### src/hw/rtl/vgts_fifo.sv
// Small register queue used between front and back and on the result side.
// Depends on vgts_pkg only through the importing modules' types.
module vgts_fifo #(
  parameter type T     = logic,
  parameter int  DEPTH = 8
) (
  input  logic                       clk,
  input  logic                       rst,
  input  logic                       push,
  input  T                           din,
  input  logic                       pop,
  output T                           dout,
  output logic [$clog2(DEPTH+1)-1:0] count
);

  localparam int PW = (DEPTH > 1) ? $clog2(DEPTH) : 1;

  T              slots [DEPTH];
  logic [PW-1:0] wr_ptr;
  logic [PW-1:0] rd_ptr;

  assign dout = slots[rd_ptr];

  always_ff @(posedge clk) begin
    if (push) begin
      slots[wr_ptr] <= din;
    end
  end

  always_ff @(posedge clk) begin
    if (rst) begin
      wr_ptr <= '0;
      rd_ptr <= '0;
      count  <= '0;
    end else begin
      if (push) begin
        wr_ptr <= (wr_ptr == PW'(DEPTH - 1)) ? '0 : wr_ptr + 1'b1;
      end
      if (pop) begin
        rd_ptr <= (rd_ptr == PW'(DEPTH - 1)) ? '0 : rd_ptr + 1'b1;
      end
      count <= count + (push ? 1'b1 : 1'b0) - (pop ? 1'b1 : 1'b0);
    end
  end

endmodule

### config.mk
export PLATFORM = sky130hd
export DESIGN_NAME = vgts_fifo
export DESIGN_NICKNAME = d
export VERILOG_FILES = /design/src/hw/rtl/vgts_fifo.sv
export SDC_FILE = /design/constraint.sdc
export NUM_CORES = 1
export LEC_CHECK = 0
export ABC_AREA = 1
export BUFFER_PORTS_ARGS = -buffer_cell sky130_fd_sc_hd__buf_2
export CORE_UTILIZATION = 38
export CTS_BUF_LIST = sky130_fd_sc_hd__clkbuf_16
export DETAILED_ROUTE_END_ITERATION = 6
export GPL_ROUTABILITY_DRIVEN = 1
export PLACE_DENSITY_LB_ADDON = 0.3
export SLEW_MARGIN = 20
export SYNTH_ARGS = -nofsm -noshare
export SYNTH_HDL_FRONTEND = slang
export SYNTH_SLANG_ARGS = --single-unit
### constraint.sdc
create_clock -name clk -period 1.7 [get_ports clk]
set_clock_uncertainty 0.1 [all_clocks]
set_input_delay 0.17 -clock clk [delete_from_list [all_inputs] [get_ports clk]]
set_output_delay 0.17 -clock clk [all_outputs]
set_load 0.01 [all_outputs]
==> After elaboration in Yosys (flattened, before gate mapping) <==
Memory sizes are Yosys's and may differ from the RTL's. A register that Yosys moved wholly into a read port is not among the register bits.
Index checks and enable logic that the tools add are counted.
W data, S select, Z words.
{ "word_totals": {"out_inout_bits": 5, "mem_count": 1, "ff_bits": 10, "mem_bits_rw": 8, "in_bits": 5, "word_cells": 18} }
{ "classes": {"n_eq_ne": 2, "mux": 8, "n_addsub": 4} }
{ "memory_table": {"columns": ["name", "depth", "width", "read_ports", "rd_clocked_by_memory_dff", "wr", "line_no", "source"], "rows": [
  ["slots", 8, 1, 1, 1, 1, "18", "T slots [DEPTH];"]
]} }
{ "ops": {"columns": ["op", "count"], "rows": [
  ["$mux W3", 4],
  ["$add A3 B1 Y3 const B", 2],
  ["$eq A3 B3 Y1 const B", 2],
  ["$add A4 B1 Y4", 1],
  ["$mux W1", 4],
  ["$sub A4 B1 Y4", 1]
]} }

==> Depth between registers and ports, before layout <==
Gate-level depths: netlist of the first run.
{ "depth": {"depth_word": 4, "depth_mapped": 8, "ltp_nobuf": 8} }

==> Least setup slack after synthesis of the first run <==
No wires, ideal clock.
{ "synth_path": {"path_type": "reg2reg", "start": "reg count[0]", "end": "reg count[2]", "synth_period_minus_slack_ns": 1.644, "arrival_time_ns": 1.430, "n_path_buf": 0, "required_time_ns": 1.485, "path_stages_with_launch": 8, "setup_slack_ns": 0.056, "setup_ns": 0.115, "cell_sequence": "dfxtp_1 inv_1 ha_1 inv_1 ha_1 fa_1 xnor2_1 nor2_1"} }
{ "synth_between": {"elab_chain_cells": 2} }
{ "synth_rtl": {"columns": ["item", "line_no", "source"], "rows": [
  ["start: declaration", "13", "output logic [$clog2(DEPTH+1)-1:0] count"],
  ["start signal: assignment", "42", "count <= count + (push ? 1'b1 : 1'b0) - (pop ? 1'b1 : 1'b0);"],
  ["$add A4 B1 Y4", "42", null],
  ["$sub A4 B1 Y4", "42", null]
]} }
No other way between the ends.
A chain may end at the register's enable or synchronous reset.

==> Worst setup path after layout of the first run <==
{ "layout_path": {"start": "reg count[0]", "end": "reg count[1]"} }
The elaborated chain is that of the path after synthesis.

==> metrics, run 1 <==
Iter 0 DRT Violations=13; post-synthesis register bit count=21; Tmin final=1.64 ns; DR pass1 iterations=4; IO Pins=10; RSZ-0062 raised after global routing=false; compound-cell area share of the yosys netlist=0.0538; clk buf depth=2; # H-tree levels=1; Max Cap Viol=0; Die ar.=2780 sq um; Synth Area in XOR/XNOR=0.00896; layout cells sized above 1=0.115; antenna diode count=0; crit path max fanout=2; Place WS=0.0670 ns; Area Growth Syn to Fin=17.0%; total track usage=0.125; # setup viols final=0; total number of vias=721; total power=1.37 mW; initial antenna violation count=0; I/O Buffers=9; total gr overflow=0; TritonCTS Buffers=3; CTS root buf=clkbuf_16; Final Core Density=0.466; core area=2450 sq um; largest family of logic cells by synthesized area=simple AND/OR/NAND/NOR gates; simple-gate area share of the yosys netlist=0.198; first-pass GRT wire length=2490 um; post-synthesis cell type count=13; number of remaining DRC errors=0; largest net degree at the start of global routing=12; cell leakage power=0.558 nW; max-slew violation count=0; critical path class=flip-flop to flip-flop; Clock Pin Slew Worst Setup and Hold Paths=0.05 ns; vias per inst=4.51; CP arrival=1.72 ns; Syn Nets=131; Final Hold Fails=0; WL/cell=9.47 um; Avg Cell Area, Syn=8.35 sq um; clk_lat worst skew=0.24 ns; Final ANT Viol Nets=0; Final nets=145; most frequent cells in the layout=inv_1 (27), nand2_1 (27), nor2_1 (14); TritonCTS clock tree=yes; mux cell area share after synthesis=0; Synth Cell Area=977 sq um; vias in the first global route=622; crit start category=flip-flop; postcts setup bufs=0; Fmax achieved=0.611 GHz; DP HPWL=1190 um; Synth Warn #=0; Initial Utilization=0.398; Synth Area in Adders=0.123; pwr dens=1200 nW/um^2; fin crit share=0.963; CP required=1.78 ns; setup TNS=0 ns; drt total wl=1520 um; status=finished, final reports clean; maximum vdd ir drop=850 uV; sequential fraction of the synthesis area=0.512; Die X=52.7 um; cell row count=18; global placement routability congestion=0.742; Die Y=52.7 um; CP endpoint kind=flip-flop; setup ws final=0.0632 ns; Slew HR=0.822; HP Class=input port to flip-flop; Syn Inst Count=117; Worst Tran Pin Value=0.265 ns; clock sink total=21
## power breakdown
group          internal (mW)  leakage, nW  switching (mW)  total (mW)
logic                  0.128        0.336           0.170       0.298
registers              0.575        0.180          0.0365       0.612
clock network          0.312       0.0423           0.152       0.463
## stage by stage
stage	instance area [sq um]	cells	hold WS, ns
after detailed placement	1060	156	0.348
after global placement	1060	156	0.335
after CTS	1140	160	0.0883
after global routing	1140	160	0.103
after floorplan	977	117	0.139
final	1140	160	0.0825
## area by class of cell
type	count	area, sq um
tap	30	37.5
timing repair buffer	9	45.0
fill	239	1310
clock inverter	1	3.75
inverter	27	101
multi-input combinational	69	380
sequential	21	500
clock buffer	3	75.1
## cell families (layout without fill, tap and decap cells)
| group | Yosys count | count (layout) |
|---|---|---|
| DFF | 21 | 21 |
| AOI/OAI and AO/OA | 10 | 10 |
| xor gates and xnor gates | 1 | 1 |
| adders and majority gates | 9 | 9 |
| buffers and inverters | 27 | 40 |
| and+or+nand+nor | 49 | 49 |
## per-layer routing
layer  global-route usage  wire length (um)
met1                0.151               690
met2                0.213               764
met3               0.0261                50
met4               0.0526                10
met5                    0                 0
## what timing repair did
| item | 4_1_cts | 5_1_grt |
|---|---|---|
| endpoints found under the setup margin | 0 | 1 |
| hold buffers | 0 | 0 |
| resized for setup | 0 | 2 |
## final timing paths
path / endpoint / slack, ns / depth (start not counted) / start
worst max register to register: count[1] / 0.06 / 7 / count[0]
worst max-delay path: count[1] / 0.06 / 7 / count[0]
worst min-delay path: count[0] / 0.08 / 2 / rst
worst min register to register: wr_ptr[0] / 0.40 / 2 / wr_ptr[0]
## critical path, cell delays in order, from the launching register on
cell and delay, ns:
dfxtp_1 0.32, inv_1 0.05, ha_1 0.27, inv_1 0.04, ha_2 0.17, fa_2 0.52, inv_1 0.04, nor2_1 0.07
## synthesized netlist by cell type
cell type,n,area (sq um)
nor2_1,14,52.6
inv_1,26,97.6
o21ai_0,2,10.0
nand3_1,8,40.0
ha_1,8,100
dfxtp_1,13,260
nand2_1,27,101
a21oi_1,7,35.0
inv_2,1,3.75
xnor2_1,1,8.76
a211oi_1,1,7.51
fa_1,1,20.0
edfxtp_1,8,240
Note: power is estimated with default switching activity, not from simulation.
==> run 2, diff against run 1 <==
--- a/config.mk
+++ b/config.mk
@@ -5,9 +5,9 @@
 export SDC_FILE = /design/constraint.sdc
 export NUM_CORES = 1
 export LEC_CHECK = 0
-export ABC_AREA = 1
+export ABC_AREA = 0
 export BUFFER_PORTS_ARGS = -buffer_cell sky130_fd_sc_hd__buf_2
-export CORE_UTILIZATION = 38
+export CORE_UTILIZATION = 35
 export CTS_BUF_LIST = sky130_fd_sc_hd__clkbuf_16
 export DETAILED_ROUTE_END_ITERATION = 6
 export GPL_ROUTABILITY_DRIVEN = 1
==> metrics, run 2 <==
maximum vdd ir drop=1080 uV; clk_lat worst skew=0.25 ns; Initial Utilization=0.371; cell leakage power=0.452 nW; WL/cell=11.3 um; worst flop-to-flop path endpoint=count[2]; Area Growth Syn to Fin=17.3%; Synth Flop Type=dfxtp_1; Post-synth ARST share=0; r2r startpoint=count[0]; antenna diode count=0; vias in the first global route=484; Clock power frac=0.355; max-slew violation count=0; # H-tree levels=1; Sw Pwr=0.344 mW; total area of sequential cells=503 sq um; Final ANT Viol Nets=0; pwr dens=1260 nW/um^2; initial antenna violation count=0; status=complete, but fails checks; first-pass GRT wire length=2130 um; Buffers & Inverters on Critical Path=1; Final Hold Fails=0; top cells by area, synth=dfxtp_1 (28%), edfxtp_1 (26%), ha_1 (11%), mux4_1 (5.7%), nor2_1 (4.9%); CP arrival=1.48 ns; Die ar.=2860 sq um; Tmin final=1.75 ns; Flop pwr share=0.441; area used by multi-input combinational logic=393 sq um; core area=2500 sq um; Final nets=106; crit path max fanout=2; CP max stage delay=0.49 ns; # setup viols final=1; CP delay by family, top=multiplexers; critical-path cell list=mux4_2, mux2_2, buf_6; total gr overflow=0; critical path class=flip-flop to output port; CTS root buf=clkbuf_16; cell row count=18; Gate power share=0.204; total number of vias=571; IO Pins=10; switching fraction of total power=0.252; Die X=53.5 um; Syn Inst Count=79; hold endpoint=slots[3]; number of synthesized flops with an enable pin=8; worst reg2reg path depth=7; Post-synth top cells=dfxtp_1 (13), nor2_1 (12), edfxtp_1 (8), ha_1 (8), inv_1 (6); failing checks=negative setup slack; I/O Buffers=9; top-area cell type share of the netlist area=0.281; Avg Cell Area, Syn=11.7 sq um; layout cells sized above 1=0.198; global placement routability congestion=0.671; clk buf depth=2; clock sink total=21; DP HPWL=1050 um; Final Core Density=0.435; number of remaining DRC errors=0; setup TNS=-0.0544 ns; postcts setup bufs=0; Synth Cell Area=927 sq um; Internal Power=1.02 mW; Iter 0 DRT Violations=9; most common cell in the netlist=dfxtp_1; Fmax achieved=0.570 GHz; fin crit share=1.03; RSZ-0062 raised after global routing=true; Slew HR=0.839; TritonCTS Buffers=3; Max stage delay cell, worst path=mux4_2; FF-to-FF setup slack=0.07 ns; CP required=1.43 ns; Synth Warn #=0; Die Y=53.5 um; Worst Tran Pin Value=0.242 ns; drt total wl=1370 um; Max Cap Viol=0; DR pass1 iterations=4; TritonCTS clock tree=yes; HP Class=input port to flip-flop; post-synthesis register bit count=21; most frequent cells in the layout=nor2_1 (12), dfxtp_1 (11), ha_1 (8), buf_2 (8), edfxtp_1 (8); Filler cells=231; post-synthesis cell type count=20; total track usage=0.114; post-synth top area cell=dfxtp_1; crit start category=flip-flop; CP endpoint kind=output port; Clock Pin Slew Worst Setup and Hold Paths=0.05 ns; Syn Nets=93; vias per inst=4.72; sequential fraction of the synthesis area=0.540; Hold Crit Depth=1; Hold Crit Start=din; most common cell after layout, fill and taps aside=nor2_1; largest net degree at the start of global routing=13; setup ws final=-0.0544 ns
## run 2: cell types whose count changed after synthesis, sizes merged, moves of 2 or more
cell | previous run | this run
a21oi | 7 | 5
o21ai | 2 | 0
mux2i | 0 | 3
nor3 | 0 | 2
nor2b | 0 | 2
nand2 | 27 | 3
nand3 | 8 | 2
inv | 27 | 6
nor2 | 14 | 12
mux4 | 0 | 2
nand2b | 0 | 4
nand3b | 0 | 2
## run 2: worst max path at each step
stage	start	endpoint	slack (ns)	cells past startpoint
2_1_floorplan	count[0]	count[2]	0.04	7
3_3_place_gp	count[0]	count[2]	0.10	7
3_5_place_dp	count[0]	count[2]	0.05	7
4_1_cts	flip-flop	dout	-0.08	3
5_1_grt	flip-flop	dout	-0.11	3
6_report	flip-flop	dout	-0.05	3
## run 2: area by class of cell
class                   count  share of cell area
flip-flops and latches     21               0.463
multi-input cells          51               0.361
clock buffers               3              0.0690
repair buffers              9              0.0472
well taps                  30              0.0345
inverters                   6              0.0207
clock inverters             1             0.00460
## run 2: what timing repair did
item / in CTS / in global routing
gates resized for setup: 4 / 1
endpoints found under the setup margin: 1 / 2
hold buffers: 0 / 0
## run 2: kinds of logic after synthesis
family                   count (synthesis)  share of synthesized area
multiplexers                             6                      0.101
XOR/XNOR                                 2                     0.0189
flip-flops                              21                      0.540
adder cells (fa/ha/maj)                  9                      0.130
buffers and inverters                    7                     0.0283
AO/OA/AOI/OAI                            6                     0.0351
AND/OR/NAND/NOR                         28                      0.147
## run 2: through the flow
stage                     std cells  setup WS (ns)  instance area, sq um  power [mW]  hold WS (ns)
after floorplan                  79         0.0429                   927       0.808         0.169
after global placement          117          0.103                  1010       0.872         0.342
after CTS                       121        -0.0754                  1090        1.39        0.0896
after global routing            121         -0.107                  1090        1.45         0.105
after detailed placement        117         0.0543                  1010       0.891         0.352
final                           121        -0.0544                  1090        1.37        0.0955
## run 2: power by group through the flow
stage / clock (mW) / combinational, mW / sequential (mW)
finish: 0.485 / 0.279 / 0.604
global route: 0.525 / 0.312 / 0.611
CTS: 0.498 / 0.286 / 0.602
detailed placement: 0 / 0.280 / 0.611
global placement: 0 / 0.262 / 0.610
floorplan: 0 / 0.187 / 0.622
## run 2: layer usage
layer  global-route usage  routed length, um
met2                0.188                643
met3               0.0431                 44
met5                    0                  0
met1                0.123                654
met4               0.0658                 29
